==> src/hw/rtl/imh_ram.sv <==
// Generic single-write, single-read RAM with registered read data.
`timescale 1ns / 1ps
module imh_ram #(
	parameter int Width = 8,
	parameter int Depth = 16
) (
	input  logic                     clk,
	input  logic                     we,
	input  logic [$clog2(Depth)-1:0] waddr,
	input  logic [Width-1:0]         wdata,
	input  logic [$clog2(Depth)-1:0] raddr,
	output logic [Width-1:0]         rdata
);
	logic [Width-1:0] mem_q [Depth];

	always_ff @(posedge clk) begin
		if (we) begin
			mem_q[waddr] <= wdata;
		end
		rdata <= mem_q[raddr];
	end
endmodule

==> config.mk <==
export PLATFORM = sky130hd
export DESIGN_NAME = imh_ram
export DESIGN_NICKNAME = d
export VERILOG_FILES = /design/src/hw/rtl/imh_ram.sv
export SDC_FILE = /design/constraint.sdc
export NUM_CORES = 1
export LEC_CHECK = 0
export BUFFER_PORTS_ARGS = -buffer_cell sky130_fd_sc_hd__buf_2
export CORE_MARGIN = 2
export CORE_UTILIZATION = 49
export DETAILED_ROUTE_END_ITERATION = 12
export HOLD_SLACK_MARGIN = 0.03
export PLACE_DENSITY_LB_ADDON = 0.08
export SYNTH_ARGS = -nofsm -noshare
export SYNTH_HDL_FRONTEND = slang
export SYNTH_SLANG_ARGS = --single-unit
==> constraint.sdc <==
create_clock -name clk -period 1.8 [get_ports clk]
set_input_delay 0.18 -clock clk [delete_from_list [all_inputs] [get_ports clk]]
set_output_delay 0.18 -clock clk [all_outputs]
set_load 0.05 [all_outputs]
== Yosys cells after proc, flatten, opt, wreduce, memory -nomap -nowiden ==
Memories as Yosys holds them, arrays and structs flattened. A register that Yosys moved wholly into a read port is not among the register bits.
Index checks and enable logic that the tools add are counted.

* Output and inout port bits: 8
* Flip-flop bits (word level): 0
* Bits of input ports: 18
* Logic and storage cells: 3
* Memories: 1
* Bits in writable memories: 128

* Muxes and demuxes: 2

{| class="wikitable"
|+ Memory list
! name !! depth !! width !! read ports !! clocked after memory_dff !! write ports !! RTL line !! RTL
|-
| mem_q || 16 || 8 || 1 || 1 || 1 || 14 || <nowiki>logic [Width-1:0] mem_q [Depth];</nowiki>
|}

{| class="wikitable"
|+ Operators by type and width
! kind !! number
|-
| 2-to-1 mux 1 bit || 2
|}

== Depth between registers and ports, before layout ==
* Word-level depth: 2
* Mapped depth: 5
* Gate-level depth less buffers: 3

== Worst setup path before layout ==
No wires, ideal clock.

* Kind: in2reg
* Start point: in waddr[2]
* End point: mem mem_q[0][0] (enable)
* Required time: 1.417 ns
* Data arrival time: 1.290 ns
* Stages: 2
* Path buffers: 0
* Slack: 0.127 ns
* Library setup time: 0.383 ns
* Cell sequence: or3b_2 nor3_1

{| class="wikitable"
|+ RTL lines
! what !! RTL line !! RTL
|-
| from (decl) || 9 || <nowiki>input logic [$clog2(Depth)-1:0] waddr,</nowiki>
|-
| to (decl) || 14 ||
|}

No word-level cell before the write port.

==> reports/qor.csv <==
stage,metric,value,unit
outcome,status,finished clean,
yosys,synth_seq_cells,136,
sta,setup_viol,0,
flow_run,cap_violations,0,
global_routing,grt_pass1_vias,2535,
power_and_ir_drop,p_total,7.56,mW
yosys,synth_top_area_share,74.7,%
sta,hold_violations,0,
detailed_routing,vias_per_cell,5.57,
cts,post_cts_resized,0,
power_and_ir_drop,peakVddDrop,0.654,mV
cts,h-tree-depth,4,
detailed_routing,drtIter0Drc,111,
global_routing,antenna_found_initial,0,
detailed_routing,vias,2425,
yosys,syn_area_per_cell,22.5,sq um
power_and_ir_drop,power_density,1220,nW/um^2
floorplanning,dieHeight,106,um
floorplanning,initial_utilization,50.1,%
yosys,ys_seq_area_share,77.8,%
global_routing,grt_pass1_wl,14900,um
floorplanning,io_pins,26,
sta,finalSetupTns,0,ns
critical_path,crit_buf_inv,0,
cts,clkTransAtPathRegs,0.06,ns
yosys,synthesis.area,5150,sq um
global_routing,grt_max_degree,33,
yosys,synthCells,229,
placement,place_congestion,0.720,
floorplanning,dieArea,11300,sq um
detailed_routing,drc_errors,0,
critical_path,cp.required,2.19,ns
hold_path,hold_depth,1,
detailed_routing,drtAntennaViolNets,0,
cts,clockBufferDepth,2,
cts,clk_latency,0.51,ns
cts,root_buffer,clkbuf_8,
placement,portBuffers,25,
final_layout,nFillCells,764,
sta,rsz0062_at_grt,false,
critical_path,start_kind,flip-flop,
critical_path,crit_family,multiplexers,
critical_path,r2r_cells,3,
sta,fin_crit_sh,77.2,%
yosys,netlist_top_cells_area,"edfxtp_1, mux4_2, mux4_1, dfxtp_1, a22oi_1",
floorplanning,core_area,10300,sq um
sta,worst_slew_pin_slew,0.433,ns
cts,holdBufCountCts,1,
final_layout,layout.nets,304,
critical_path,path_class,flip-flop to flip-flop,
floorplanning,die_w,106,um
floorplanning,rows,37,
final_layout,num_antenna_cells,0,
sta,skew,0.00553,ns
final_layout,mostFrequentLayoutCell,edfxtp_1,
yosys,synthDistinctLibCells,19,
sta,fmax,719,MHz
critical_path,critPathMaxFanout,1,
detailed_routing,routedWlPerCell,22.1,um
detailed_routing,wl,9630,um
detailed_routing,detailedRoute.firstPassIterationCount,4,
power_and_ir_drop,leakage,2.12,nW
global_routing,grt-ovfl-total,0,
cts,numCtsBuffers,17,
hold_path,min_path_type,input pin to flip-flop,
placement,hpwl,6100,um
final_layout,drive_gt1_share,31.4,%
yosys,synth_nets,247,
critical_path,max_stage_delay,0.50,ns
sta,maxSlewHeadroom,71.1,%
final_layout,area_growth,20.2,%
final_layout,final_cell_mix,"edfxtp_1, buf_2, buf_4",
critical_path,path_cells,mux4_1 > a22oi_1 > nand2_1,
critical_path,cp.depth,3,
cts,cts_num_sinks,136,
critical_path,cp-end-kind,flip-flop,
yosys,ys_warn_count,0,
yosys,synth_area_leader_cell,edfxtp_1,
cts,postCtsSetupBuffers,0,
sta,slew_violations,0,
critical_path,r2r_slack,0.41,ns
sta,min_period,1.39,ns
global_routing,grt.total_usage,19.0,%
critical_path,slowest_stage,mux4_1,
cts,cts_tree,done,
critical_path,critPathArrivalTime,1.78,ns
routing by layer:
metal | part of all wire [%] | wire length [um] | track usage (%)
met1 | 46 | 4400 | 26.7
met2 | 50 | 4770 | 28.8
met3 | 3.8 | 363 | 3.86
met4 | 0.98 | 94 | 8.91
met5 | 0 | 0 | 0
stage by stage:
stage | cell area [sq um] | util, % | setup slack [ns] | cells | hold slack [ns]
finish | 6190 | 60.2 | 0.410 | 435 | 0.0567
global route | 6190 | 60.2 | 0.352 | 435 | 0.0462
CTS | 6190 | 60.2 | 0.395 | 435 | 0.0324
detailed placement | 5560 | 54.1 | 0.157 | 402 | 0.576
global placement | 5560 | 54.1 | 0.180 | 402 | 0.559
floorplan | 5150 | - | 0.127 | 229 | 0.279
power breakdown:
part           switching (mW)  internal, mW
sequential             0.0186          3.54
clock                    1.23          2.37
combinational           0.253         0.150
synthesized netlist by cell type, drive strengths merged:
cell type	n
edfxtp	128
mux4	32
a22oi	16
nor2	13
nand2	9
dfxtp	8
buf	7
nor3	4
clkdlybuf4s25	3
nand2b	2
nand3b	2
and2	1
and2b	1
nand3	1
nor2b	1
or3b	1
sequential cells by signal, summed over array words and instances (netlist names):
register  flops
mem_q       128
rdata         8
cells by family after synthesis:
family                 count (synthesis)  share of synthesized area (%)
buffers and inverters                 10                           1.68
DFF                                  136                           77.8
AOI/OAI and AO/OA                     16                           2.33
muxes                                 32                           15.0
and+or+nand+nor                       35                           3.18
final timing paths:
kind                              startpoint          end
worst min register to register  mem_q[13][6]     rdata[6]
worst min-delay path                wdata[5]  mem_q[5][5]
worst max register to register   mem_q[1][1]     rdata[1]
worst max-delay path             mem_q[1][1]     rdata[1]
cell type report:
class,count,area (sq um),area share (%)
well taps,136,170,2.75
repair buffers,48,338,5.46
multi-input cells,83,1060,17.1
clock buffers,17,414,6.69
clock inverters,15,206,3.34
flip-flops and latches,136,4000,64.7
(Power assumes the default switching activity.)
